==> src/hw/rtl/isotp_rx_pkg.sv <==
// Shared constants, frame type codes and controller/datapath interface structs.
package isotp_rx_pkg;

  localparam int NUM_CHANNELS_DEF      = 4;
  localparam int MAX_MESSAGE_BYTES_DEF = 64;

  localparam int IN_TDATA_W  = 72;
  localparam int OUT_TDATA_W = 24;
  localparam int OUT_TUSER_W = 2;

  // PCI frame types (upper nibble of the first data byte)
  localparam logic [3:0] FT_SINGLE = 4'h0;
  localparam logic [3:0] FT_FIRST  = 4'h1;
  localparam logic [3:0] FT_CONSEC = 4'h2;

  localparam logic [2:0] FF_BYTES_LAST = 3'd4;  // five payload bytes in a first frame
  localparam logic [2:0] CF_MAX_BYTES  = 3'd7;
  localparam logic [3:0] FF_FIRST_SEQ  = 4'd1;
  localparam logic [7:0] SVC_RESP_BIT  = 8'h40;

  typedef struct packed {
    logic load_frame;
    logic cnt_clr;
    logic cnt_inc;
    logic ff_wr;
    logic cf_wr;
    logic ff_commit;
    logic cf_commit;
    logic out_load;
    logic out_sel_ram;
  } cmd_t;

  typedef struct packed {
    logic [3:0] pci_type;
    logic       chan_ok;
    logic       sf_len_zero;
    logic       sf_last;
    logic       ff_ok;
    logic       ff_last;
    logic       cf_ok;
    logic       cf_none;
    logic       cf_last;
    logic       cf_done;
    logic       rd_last;
    logic       out_free;
  } sts_t;

endpackage

==> src/hw/rtl/isotp_rx_ram.sv <==
// Generic simple dual-port RAM with registered read.
module isotp_rx_ram #(
  parameter int WIDTH = 8,
  parameter int DEPTH = isotp_rx_pkg::NUM_CHANNELS_DEF * isotp_rx_pkg::MAX_MESSAGE_BYTES_DEF,
  localparam int AW = (DEPTH > 1) ? $clog2(DEPTH) : 1
) (
  input  logic             clk,
  input  logic             we,
  input  logic [AW-1:0]    waddr,
  input  logic [WIDTH-1:0] wdata,
  input  logic [AW-1:0]    raddr,
  output logic [WIDTH-1:0] rdata
);

  logic [WIDTH-1:0] mem [DEPTH];

  always_ff @(posedge clk) begin
    if (we) begin
      mem[waddr] <= wdata;
    end
    rdata <= mem[raddr];
  end

endmodule

==> src/hw/rtl/isotp_rx_datapath.sv <==
// Datapath: frame register, per-channel reassembly state, buffer RAM and output register.
module isotp_rx_datapath #(
  parameter int NUM_CHANNELS      = isotp_rx_pkg::NUM_CHANNELS_DEF,
  parameter int MAX_MESSAGE_BYTES = isotp_rx_pkg::MAX_MESSAGE_BYTES_DEF
) (
  input  logic                                 clk,
  input  logic                                 rst,
  input  logic [isotp_rx_pkg::IN_TDATA_W-1:0]  in_tdata,
  input  isotp_rx_pkg::cmd_t                   cmd,
  output isotp_rx_pkg::sts_t                   sts,
  output logic                                 out_tvalid,
  input  logic                                 out_tready,
  output logic [isotp_rx_pkg::OUT_TDATA_W-1:0] out_tdata,
  output logic [isotp_rx_pkg::OUT_TUSER_W-1:0] out_tuser,
  output logic                                 out_tlast
);

  localparam int LW    = $clog2(MAX_MESSAGE_BYTES + 1);
  localparam int DEPTH = NUM_CHANNELS * MAX_MESSAGE_BYTES;
  localparam int AW    = (DEPTH > 1) ? $clog2(DEPTH) : 1;
  localparam int CHW   = (NUM_CHANNELS > 1) ? $clog2(NUM_CHANNELS) : 1;

  // captured frame
  logic [1:0] ch;
  logic [7:0] fb [8];

  // per-channel state
  logic          active [NUM_CHANNELS];
  logic [3:0]    seq    [NUM_CHANNELS];
  logic [LW-1:0] total  [NUM_CHANNELS];
  logic [LW-1:0] rcvd   [NUM_CHANNELS];
  logic [5:0]    svc    [NUM_CHANNELS];

  logic [LW-1:0] idx;

  logic [CHW-1:0] ch_idx;
  logic [AW-1:0]  ch_base;
  logic           chan_ok;
  logic [2:0]     idx3;

  logic [2:0]     sf_len;
  logic           sf_empty;
  logic           sf_req;
  logic [7:0]     sf_svc;
  logic [11:0]    ff_raw;
  logic [LW-1:0]  ff_total;
  logic [LW-1:0]  have;
  logic [LW-1:0]  want;
  logic [LW-1:0]  rem;
  logic [2:0]     cf_n;
  logic [LW:0]    have_sum;

  logic           ram_we;
  logic [AW-1:0]  ram_waddr;
  logic [7:0]     ram_wdata;
  logic [AW-1:0]  ram_raddr;
  logic [7:0]     ram_rdata;

  // output register fields
  logic [1:0] o_channel;
  logic       o_req;
  logic [7:0] o_svc;
  logic [7:0] o_payload;
  logic       o_bvalid;
  logic       o_last;

  always_ff @(posedge clk) begin
    if (cmd.load_frame) begin
      ch <= in_tdata[1:0];
      for (int i = 0; i < 8; i++) begin
        fb[i] <= in_tdata[2 + 8*i +: 8];
      end
    end
  end

  always_comb begin
    chan_ok  = 32'(ch) < 32'(NUM_CHANNELS);
    ch_idx   = chan_ok ? CHW'(ch) : '0;
    ch_base  = AW'(ch_idx) * AW'(MAX_MESSAGE_BYTES);
    idx3     = idx[2:0];

    sf_len   = fb[0][2:0];
    sf_empty = sf_len == 3'd1;
    sf_req   = (fb[1] & isotp_rx_pkg::SVC_RESP_BIT) == 8'd0;
    sf_svc   = sf_req ? fb[1] : {2'b00, fb[1][5:0]};

    ff_raw   = {fb[0][3:0], fb[1]};
    ff_total = LW'(ff_raw - 12'd1);

    have     = rcvd[ch_idx];
    want     = total[ch_idx];
    rem      = (want > have) ? want - have : '0;
    cf_n     = (rem > LW'(isotp_rx_pkg::CF_MAX_BYTES)) ? isotp_rx_pkg::CF_MAX_BYTES : rem[2:0];
    have_sum = (LW+1)'(have) + (LW+1)'(cf_n);
  end

  always_comb begin
    sts.pci_type    = fb[0][7:4];
    sts.chan_ok     = chan_ok;
    sts.sf_len_zero = sf_len == 3'd0;
    sts.sf_last     = sf_empty || (idx3 + 3'd2 == sf_len);
    sts.ff_ok       = (ff_raw >= 12'd8) && (ff_raw <= 12'(MAX_MESSAGE_BYTES + 1));
    sts.ff_last     = idx3 == isotp_rx_pkg::FF_BYTES_LAST;
    sts.cf_ok       = active[ch_idx] && (seq[ch_idx] == fb[0][3:0]);
    sts.cf_none     = cf_n == 3'd0;
    sts.cf_last     = idx3 + 3'd1 == cf_n;
    sts.cf_done     = have_sum >= (LW+1)'(want);
    sts.rd_last     = (idx + LW'(1)) == want;
    sts.out_free    = !out_tvalid || out_tready;
  end

  // byte counter
  always_ff @(posedge clk) begin
    if (rst) begin
      idx <= '0;
    end else if (cmd.cnt_clr) begin
      idx <= '0;
    end else if (cmd.cnt_inc) begin
      idx <= idx + LW'(1);
    end
  end

  // per-channel state
  always_ff @(posedge clk) begin
    if (rst) begin
      for (int i = 0; i < NUM_CHANNELS; i++) begin
        active[i] <= 1'b0;
        seq[i]    <= '0;
        total[i]  <= '0;
        rcvd[i]   <= '0;
        svc[i]    <= '0;
      end
    end else if (cmd.ff_commit) begin
      active[ch_idx] <= 1'b1;
      seq[ch_idx]    <= isotp_rx_pkg::FF_FIRST_SEQ;
      total[ch_idx]  <= ff_total;
      rcvd[ch_idx]   <= LW'(5);
      svc[ch_idx]    <= fb[2][5:0];
    end else if (cmd.cf_commit) begin
      seq[ch_idx]  <= fb[0][3:0] + 4'd1;
      rcvd[ch_idx] <= have_sum[LW-1:0];
      if (sts.cf_done) begin
        active[ch_idx] <= 1'b0;
      end
    end
  end

  always_comb begin
    ram_we    = cmd.ff_wr || cmd.cf_wr;
    ram_waddr = cmd.ff_wr ? ch_base + AW'(idx) : ch_base + AW'(have + idx);
    ram_wdata = cmd.ff_wr ? fb[3'd3 + idx3] : fb[3'd1 + idx3];
    ram_raddr = ch_base + AW'(idx);
  end

  isotp_rx_ram #(
    .WIDTH (8),
    .DEPTH (DEPTH)
  ) u_buf (
    .clk   (clk),
    .we    (ram_we),
    .waddr (ram_waddr),
    .wdata (ram_wdata),
    .raddr (ram_raddr),
    .rdata (ram_rdata)
  );

  // output register
  always_ff @(posedge clk) begin
    if (rst) begin
      out_tvalid <= 1'b0;
    end else if (cmd.out_load) begin
      out_tvalid <= 1'b1;
    end else if (out_tready) begin
      out_tvalid <= 1'b0;
    end
  end

  always_ff @(posedge clk) begin
    if (cmd.out_load) begin
      o_channel <= ch;
      if (cmd.out_sel_ram) begin
        o_req     <= 1'b0;
        o_svc     <= {2'b00, svc[ch_idx]};
        o_payload <= ram_rdata;
        o_bvalid  <= 1'b1;
        o_last    <= sts.rd_last;
      end else begin
        o_req     <= sf_req;
        o_svc     <= sf_svc;
        o_payload <= sf_empty ? 8'd0 : fb[3'd2 + idx3];
        o_bvalid  <= !sf_empty;
        o_last    <= sts.sf_last;
      end
    end
  end

  assign out_tdata = {6'd0, o_payload, o_svc, o_channel};
  assign out_tuser = {o_bvalid, o_req};
  assign out_tlast = o_last;

endmodule

==> src/hw/rtl/isotp_rx_ctrl.sv <==
// Controller: frame decode and sequencing of writes, reads and result emission.
module isotp_rx_ctrl (
  input  logic               clk,
  input  logic               rst,
  input  logic               in_tvalid,
  output logic               in_tready,
  input  isotp_rx_pkg::sts_t sts,
  output isotp_rx_pkg::cmd_t cmd
);

  localparam logic [2:0] S_IDLE      = 3'd0;
  localparam logic [2:0] S_DECODE    = 3'd1;
  localparam logic [2:0] S_SF_EMIT   = 3'd2;
  localparam logic [2:0] S_FF_WRITE  = 3'd3;
  localparam logic [2:0] S_CF_WRITE  = 3'd4;
  localparam logic [2:0] S_CF_COMMIT = 3'd5;
  localparam logic [2:0] S_RD_ADDR   = 3'd6;
  localparam logic [2:0] S_RD_EMIT   = 3'd7;

  logic [2:0] state;
  logic [2:0] state_next;

  always_ff @(posedge clk) begin
    if (rst) begin
      state <= S_IDLE;
    end else begin
      state <= state_next;
    end
  end

  always_comb begin
    state_next = state;
    cmd        = '0;
    in_tready  = state == S_IDLE;
    unique case (state)
      S_IDLE: begin
        if (in_tvalid) begin
          cmd.load_frame = 1'b1;
          state_next     = S_DECODE;
        end
      end
      S_DECODE: begin
        cmd.cnt_clr = 1'b1;
        state_next  = S_IDLE;
        if (sts.chan_ok) begin
          unique case (sts.pci_type)
            isotp_rx_pkg::FT_SINGLE: begin
              if (!sts.sf_len_zero) state_next = S_SF_EMIT;
            end
            isotp_rx_pkg::FT_FIRST: begin
              if (sts.ff_ok) state_next = S_FF_WRITE;
            end
            isotp_rx_pkg::FT_CONSEC: begin
              if (sts.cf_ok) state_next = sts.cf_none ? S_CF_COMMIT : S_CF_WRITE;
            end
            default: state_next = S_IDLE;
          endcase
        end
      end
      S_SF_EMIT: begin
        if (sts.out_free) begin
          cmd.out_load = 1'b1;
          cmd.cnt_inc  = 1'b1;
          if (sts.sf_last) state_next = S_IDLE;
        end
      end
      S_FF_WRITE: begin
        cmd.ff_wr   = 1'b1;
        cmd.cnt_inc = 1'b1;
        if (sts.ff_last) begin
          cmd.ff_commit = 1'b1;
          state_next    = S_IDLE;
        end
      end
      S_CF_WRITE: begin
        cmd.cf_wr   = 1'b1;
        cmd.cnt_inc = 1'b1;
        if (sts.cf_last) state_next = S_CF_COMMIT;
      end
      S_CF_COMMIT: begin
        cmd.cf_commit = 1'b1;
        cmd.cnt_clr   = 1'b1;
        state_next    = sts.cf_done ? S_RD_ADDR : S_IDLE;
      end
      S_RD_ADDR: begin
        state_next = S_RD_EMIT;
      end
      S_RD_EMIT: begin
        if (sts.out_free) begin
          cmd.out_load    = 1'b1;
          cmd.out_sel_ram = 1'b1;
          cmd.cnt_inc     = 1'b1;
          state_next      = sts.rd_last ? S_IDLE : S_RD_ADDR;
        end
      end
      default: state_next = S_IDLE;
    endcase
  end

  // never overwrite a result that is still waiting
  a_load_free: assert property (@(posedge clk) disable iff (rst)
    cmd.out_load |-> sts.out_free)
    else $error("result loaded while output register busy");

  // read data is only used after its address has been presented
  a_rd_order: assert property (@(posedge clk) disable iff (rst)
    state == S_RD_EMIT |-> ($past(state) == S_RD_ADDR || $past(state) == S_RD_EMIT))
    else $error("buffer read emitted without address cycle");

  // buffer writes and buffer reads to the output never overlap
  a_wr_rd_excl: assert property (@(posedge clk) disable iff (rst)
    (cmd.ff_wr || cmd.cf_wr) |-> !cmd.out_load)
    else $error("buffer write during result emission");

  // a captured frame is always decoded on the next cycle
  a_decode: assert property (@(posedge clk) disable iff (rst)
    cmd.load_frame |=> state == S_DECODE)
    else $error("frame capture not followed by decode");

endmodule

==> src/hw/rtl/isotp_receive_reassembler.sv <==
// Top level of the ISO-TP receive reassembler: stream ports, controller and datapath.
// A single frame is decoded after acceptance, then its words go out one per cycle while the
//   output register is free; first and consecutive frames are written into the buffer, and a
//   completed message is read back byte by byte (one buffer RAM read port, registered read).
// s_axis_tready is high only while idle; a stalled output word holds emission and the input.
// Reset (rst, synchronous): clears channel state, counter and output valid; buffer not cleared.
module isotp_receive_reassembler #(
  parameter int NUM_CHANNELS      = isotp_rx_pkg::NUM_CHANNELS_DEF,
  parameter int MAX_MESSAGE_BYTES = isotp_rx_pkg::MAX_MESSAGE_BYTES_DEF
) (
  input  logic                                 clk,
  input  logic                                 rst,
  // tdata: channel[1:0], frame_byte_0[9:2], frame_byte_1[17:10], ... frame_byte_7[65:58],
  //        zero fill [71:66]
  input  logic                                 s_axis_tvalid,
  output logic                                 s_axis_tready,
  input  logic [isotp_rx_pkg::IN_TDATA_W-1:0]  s_axis_tdata,
  output logic                                 m_axis_tvalid,
  input  logic                                 m_axis_tready,
  // tdata: out_channel[1:0], svc_id[9:2], payload_byte[17:10], zero fill [23:18]
  output logic [isotp_rx_pkg::OUT_TDATA_W-1:0] m_axis_tdata,
  // tuser: is_request[0], byte_valid[1]
  output logic [isotp_rx_pkg::OUT_TUSER_W-1:0] m_axis_tuser,
  output logic                                 m_axis_tlast
);

  isotp_rx_pkg::cmd_t cmd;
  isotp_rx_pkg::sts_t sts;

  // Controller: decode the captured frame, then sequence buffer writes, the
  // per-channel state update, buffer reads and loading of the output register.
  isotp_rx_ctrl u_ctrl (
    .clk       (clk),
    .rst       (rst),
    .in_tvalid (s_axis_tvalid),
    .in_tready (s_axis_tready),
    .sts       (sts),
    .cmd       (cmd)
  );

  // Datapath: holds the frame, channel tables, message buffer and the output
  // word register that parts the block from the downstream consumer.
  isotp_rx_datapath #(
    .NUM_CHANNELS      (NUM_CHANNELS),
    .MAX_MESSAGE_BYTES (MAX_MESSAGE_BYTES)
  ) u_dp (
    .clk        (clk),
    .rst        (rst),
    .in_tdata   (s_axis_tdata),
    .cmd        (cmd),
    .sts        (sts),
    .out_tvalid (m_axis_tvalid),
    .out_tready (m_axis_tready),
    .out_tdata  (m_axis_tdata),
    .out_tuser  (m_axis_tuser),
    .out_tlast  (m_axis_tlast)
  );

endmodule
==> config.mk <==
export PLATFORM = sky130hd
export DESIGN_NAME = isotp_receive_reassembler
export DESIGN_NICKNAME = d
export VERILOG_FILES = /design/src/hw/rtl/isotp_rx_pkg.sv /design/src/hw/rtl/isotp_rx_ram.sv /design/src/hw/rtl/isotp_rx_datapath.sv /design/src/hw/rtl/isotp_rx_ctrl.sv /design/src/hw/rtl/isotp_receive_reassembler.sv
export SDC_FILE = /design/constraint.sdc
export NUM_CORES = 2
export LEC_CHECK = 0
export BUFFER_PORTS_ARGS = -buffer_cell sky130_fd_sc_hd__buf_2
export CORE_ASPECT_RATIO = 0.5
export CORE_MARGIN = 2
export CORE_UTILIZATION = 29
export CTS_CLUSTER_DIAMETER = 50
export CTS_CLUSTER_SIZE = 24
export DETAILED_ROUTE_END_ITERATION = 8
export PLACE_DENSITY = 0.42
export SYNTH_ARGS = -nofsm -noshare
export SYNTH_HDL_FRONTEND = slang
export SYNTH_SLANG_ARGS = --single-unit
==> constraint.sdc <==
create_clock -name clk -period 20.3 [get_ports clk]
set_clock_uncertainty 0.15 [all_clocks]
set_input_delay 5.075 -clock clk [delete_from_list [all_inputs] [get_ports clk]]
set_output_delay 5.075 -clock clk [all_outputs]
set_load 0.01 [all_outputs]
# --- Yosys cells after proc, flatten, opt, wreduce, memory -nomap -nowiden ---
# Memories as Yosys holds them, arrays and structs flattened. A register that Yosys moved wholly into a read port is not among the register bits.
# Cells that the tools add are included.
op_classes:
  addsub: 11
  order_cmp: 5
  eq_ne: 21
  muxes: 78
  n_bitwise: 4
  n_reduce_logical: 24
op_table:
  columns: ["operator", "count"]
  rows:
  - ["$mux W1", 39]
  - ["$mux W8", 4]
  - ["$mux W3", 10]
  - ["$mux W7", 4]
  - ["$mux W2", 13]
  - ["$pmux W3 S8", 1]
  - ["$eq A3 B3 Y1 const B", 5]
  - ["$reduce_or A7 Y1", 2]
  - ["$ge A12 B4 Y1 const B", 1]
  - ["$le A12 B7 Y1 const B", 1]
  - ["$mux W6", 2]
  - ["$ne A2 B2 Y1 const B", 6]
  - ["$reduce_or A2 Y1", 5]
  - ["$logic_not A3 Y1", 3]
  - ["$pmux W3 S3", 1]
  - ["$add A7 B3 Y8", 1]
  - ["$add A7 B7 Y8", 1]
  - ["$add A8 B7 Y8", 1]
  - ["$add A8 B8 Y8", 1]
  - ["$ge A8 B7 Y1", 1]
  - ["$logic_not A8 Y1", 1]
  - ["$mux W4", 2]
  - ["$add A7 B1 Y7 const B", 1]
  - ["$eq A7 B7 Y1", 1]
  - ["other kinds (26)", 36]
word_totals:
  reg_bits: 34
  mem_bits_rw: 2212
  in_bits: 76
  output_inout_bits: 29
  wordCells: 161
  n_memories: 7
mem_list:
  columns: ["name", "depth", "width", "read_ports", "rd_clocked_by_memory_dff", "write_ports", "line", "text"]
  rows:
  - ["u_dp.u_buf.mem", 256, 8, 1, 1, 1, "isotp_rx_ram.sv:15", "logic [WIDTH-1:0] mem [DEPTH];"]
  - ["u_dp.fb", 8, 8, 6, 0, 8, "isotp_rx_datapath.sv:25", "logic [7:0] fb [8];"]
  - ["u_dp.rcvd", 4, 7, 1, 1, 4, "isotp_rx_datapath.sv:31", "logic [LW-1:0] rcvd [NUM_CHANNELS];"]
  - ["u_dp.total", 4, 7, 1, 1, 4, "isotp_rx_datapath.sv:30", "logic [LW-1:0] total [NUM_CHANNELS];"]
  - ["u_dp.svc", 4, 6, 1, 1, 4, "isotp_rx_datapath.sv:32", "logic [5:0] svc [NUM_CHANNELS];"]
  - ["u_dp.seq", 4, 4, 1, 1, 4, "isotp_rx_datapath.sv:29", "logic [3:0] seq [NUM_CHANNELS];"]
  - ["1 more memories", null, null, null, null, null, null, null]

# --- Depth between registers and ports, before layout ---
logic_depth:
  depth_word: 14
  ltp_mapped: 25
  mapped_depth_nobuf: 23

# --- Hierarchy ---
# From an unflattened synthesis, not the netlist that was laid out.
hier_totals:
  cells_unflattened: 4606
  area_unflattened_um2: 90873.4
by_module_without_submodules:
  columns: ["mod", "instances", "cells_each", "area_per_inst_um2", "seq_area_each_um2"]
  rows:
  - ["isotp_rx_ram", 1, 3733, 79556.3, 61659.1]
  - ["isotp_rx_datapath", 1, 805, 10827.9, 5815.6]
  - ["isotp_rx_ctrl", 1, 68, 489.2, 60.1]

# --- Worst setup path after synthesis ---
# No wires, ideal clock.
synth_path:
  path_type: "reg2reg"
  startpoint: "register u_dp.idx[1]"
  endpoint: "memory u_dp.u_buf.mem[0][0] (data pin)"
  setup_time_ns: 1.730
  arrival_time_ns: 10.240
  t_required_ns: 18.420
  slack_ns: 8.180
  stages_incl_launch_ff: 12
  path_buffers: 6
  synth_period_minus_slack_ns: 12.120
  cell_sequence: "dfxtp_1 -> buf_2 -> buf_2 -> buf_2 -> buf_2 -> inv_1 -> ha_1 -> clkbuf_1 -> clkbuf_1 -> mux4_2 -> nand2_1 -> a31oi_1"
synth_between:
  elab_chain_len: 3
  word_cells_on_any_way: 4
  cone_classes: "add/sub: 2; mux: 1; memory: 1"
synth_rtl:
  columns: ["item", "line", "text"]
  rows:
  - ["from (decl)", "isotp_rx_datapath.sv:34", "logic [LW-1:0] idx;"]
  - ["from (signal assigned)", "isotp_rx_datapath.sv:119", "idx <= idx + LW'(1);"]
  - ["$add A3 B1 Y3 / $add A2 B3 Y3 (equally long branches)", "isotp_rx_datapath.sv:151", "ram_wdata = cmd.ff_wr ? fb[3'd3 + idx3] : fb[3'd1 + idx3];"]
  - ["$mem_v2 Z8 W8 (*)", null, null]
  - ["$mux W8 (*)", "isotp_rx_datapath.sv:151", null]
  - ["via u_dp.ram_wdata[0]", "isotp_rx_datapath.sv:55", "logic [7:0] ram_wdata;"]
  - ["to (decl)", "isotp_rx_ram.sv:15", null]
# The timed path passes the listed nets; every way through them passes the cells marked *.

# --- Worst setup path after layout ---
layout_path:
  startpoint: "register u_ctrl.state[0]"
  endpoint: "output port s_axis_tready"
layout_between:
  elab_chain_len: 1
layout_rtl:
  columns: ["item", "line", "text"]
  rows:
  - ["from (decl)", "isotp_rx_ctrl.sv:20", "logic [2:0] state;"]
  - ["from (signal assigned)", "isotp_rx_ctrl.sv:27", "state <= state_next;"]
  - ["$logic_not A3 Y1", "isotp_rx_ctrl.sv:34", "in_tready = state == S_IDLE;"]
  - ["to (decl)", "isotp_receive_reassembler.sv:16", "output logic s_axis_tready,"]
# No other way between the ends.

==> impl_metrics.ini <==
[run_status]
run_status = completed

[logic_synthesis]
synth-seq-area-share_pct = 74.5
yosys_register_bits = 2256
synth_top_area_share_pct = 74.0
async_reset_ff_share_pct = 0
syn_inst = 4221
netlist_area_um2 = 90700
synth-edff-count = 2235
synthTopCellsByArea = edfxtp_1 (74%), mux4_2 (18%), nor4_1 (0.89%), nor3_1 (0.80%), clkbuf_1 (0.70%)
synth_cell_types = 65
yosysTopAreaCell = edfxtp_1
ys_dominant_reg_cell = edfxtp_1
yosysWarnings = 0
syn_avg_cell_area_um2 = 21.5

[sta]
worstMarginPinSlew_ns = 1.45
fin_crit_sh_pct = 36.2
rsz0062_at_grt = false
min_period_ns = 7.34
setup_tns_ns = 0
drv_slew = 0
max_freq_mhz = 136
finalSetupViolCount = 0
max_slew_margin_pct = 2.54
hold_viol = 0

[grt]
grt_pass1_wl_um = 348000
grtUsageTotal_pct = 15.2
antenna_found_initial = 22
overflow = 0
grt_pass1_vias = 45300
grt_start_max_net_pins = 208

[power_and_ir_drop]
power.share.clock_pct = 39.9
fin_total_pwr_mw = 9.16
power.leakage_nw = 30.9
switching_share_pct = 23.4
p_per_area_nw_per_um2 = 88.1
peakVddDrop_mv = 0.0556
p_sw_mw = 2.14
seqPwrFrac_pct = 56.3
combinationalPowerShare_pct = 3.8
p_int_mw = 7.02

[final_layout]
nFillCells = 29400
areaGrowthSynthToFinish_pct = 14.7
drive_gt1_share_pct = 32.8
final_common_cell = edfxtp_1
mostFrequentLayoutCells = edfxtp_1 (2,235), mux4_2 (713), buf_4 (255)
nets = 4585
utilization_pct = 33.4

[floorplanning]
dieHeight_um = 399
die_area_um2 = 317000
rows = 145
coreArea_um2 = 312000
io_pins = 105
initial_core_util_pct = 29.1
fp.dieW_um = 795

[setup_path]
required_ns = 15.08
end_kind = output pin
crit_fanout = 13
crit_buf_inv = 1
worstPathArrival_ns = 2.12
crit_chain = nor3_1 -> buf_2
timing.critical_path.slowest_stage_cell = nor3_1
critPathMaxStageDelay_ns = 0.59
cp-start-kind = register
critPathKind = reg -> out
crit_family = simple AND/OR/NAND/NOR gates

[clocking]
cts_tree = yes
clk_pin_slew_ns = 0.08
clock-sinks = 2256
cts_hold_buf = 0
clockBufferDepth = 4
cts_resized = 0
numCtsBuffers = 176
cts_max_level = 4
insertion_delay_ns = 0.87
cts_setup_buffers = 0
cts_root_buffer = clkbuf_16

[drt]
drt_wl_total_um = 246000
drt-pass1-iter-count = 6
wl_met1_um = 112000
highest_layer = met4
met3_length_um = 13100
dr_total_vias = 43800
route.detailed.drc = 0
met2_length_um = 116000
routedWlPerCell_um = 27.9
ant_nets = 0
dr.first_iter.drc_count = 3949
viasPerCell = 4.99

[min_path]
timing.hold.worst.class = reg -> reg

[placed_design]
port_buffers = 92
hpwlAfterDp_um = 146000
finalWeightedCongestion = 0.775

[run]
cap_violations = 0
## power groups by stage
stage / Sequential [mW] / Combinational (mW) / Clock [mW]
finish: 5.16 / 0.350 / 3.65
global route: 5.16 / 0.380 / 3.93
CTS: 5.16 / 0.357 / 3.77
detailed placement: 5.26 / 0.356 / 0
global placement: 5.26 / 0.347 / 0
floorplan: 5.30 / 0.194 / 0
## metal layers
layer  vias to the layer above  global-route usage [%]
met2                      1156                    24.6
met3                       268                    2.34
li1                      18400                       -
met5                         -                       0
met4                         0                    3.07
met1                     24000                    21.9
## cells in the mapped netlist, types with 5 or more instances
cell and number:
mux4_2 713, nand2b_1 10, inv_1 55, nor3b_1 5, a22o_1 16, and3_1 24, edfxtp_1 2235, a21o_1 6
or3_1 8, xor2_1 6, mux2_2 6, nand2_1 128, nand3_1 15, nor4_1 129, a21oi_1 22, buf_4 14
o221ai_1 8, nor2b_1 14, dfxtp_1 21, nor3_1 145, o21ai_0 28, buf_2 77, nor2_1 95, xnor2_1 27
clkbuf_1 170, a221oi_1 16, a22oi_1 40, a31oi_1 11, buf_1 38, o211ai_1 6, or2_2 7, ha_1 42
mux2i_1 11, and2_1 10
## registers in the layout, summed over array words and instances, names as in the netlist, 2 cells and up, named ones only
signal and count:
u_dp.o_svc 8, u_dp.ch 2, u_dp.o_payload 8, u_dp.o_channel 2, u_dp.idx 7, u_dp.svc 24
u_dp.rcvd 28, u_dp.total 28, u_dp.active 4, u_dp.u_buf.rdata 8, u_dp.seq 16, u_dp.fb 64
u_dp.u_buf.mem 2048, u_ctrl.state 3
## path summary, 6_finish.rpt
path | depth (start not counted) | slack [ns] | start | end
max | 2 | 12.96 | u_ctrl.state[0] | s_axis_tready
min | 2 | 0.42 | u_dp.idx[6] | u_dp.idx[6]
max reg2reg | 11 | 12.96 | u_dp.idx[1] | u_dp.u_buf.rdata[5]
min reg2reg | 2 | 0.42 | u_dp.idx[6] | u_dp.idx[6]
## tightest hold or removal path, cell delays in order (launching register included)
cell,delay (ns)
dfxtp_1,0.36
o21ai_0,0.09
a21oi_1,0.06
## final cells by class
class | instances | area [um^2] | area share (%)
Multi-Input combinational cell | 1612 | 22400 | 21.5
Sequential cell | 2256 | 67600 | 64.9
Tap cell | 4189 | 5240 | 5.04
Antenna cell | 2 | 5.00 | 0.00481
Timing Repair Buffer | 360 | 2640 | 2.53
Clock buffer | 189 | 4560 | 4.38
Clock inverter | 123 | 1400 | 1.35
Inverter | 57 | 214 | 0.206
## per-stage QoR
| step | worst slack [ns] | instances | instance area [um^2] | hold slack [ns] |
|---|---|---|---|---|
| final | 12.96 | 8788 | 104000 | 0.419 |
| after global routing | 12.73 | 8786 | 104000 | 0.455 |
| after CTS | 12.83 | 8785 | 104000 | 0.428 |
| after detailed placement | 12.15 | 8473 | 98000 | 0.420 |
| after global placement | 12.11 | 8472 | 98000 | 0.422 |
| after floorplan | 8.18 | 4227 | 90700 | 0.330 |
## cell families after synthesis
kind of cell    synth area share, %
compound gates                 1.52
xor+xnor                      0.369
fa+ha+maj                     0.679
buf+inv                        1.68
flops                          74.5
mux                            17.9
other cells                 0.00414
simple gates                   3.34
No activity file was read; power rests on OpenSTA's default activity.
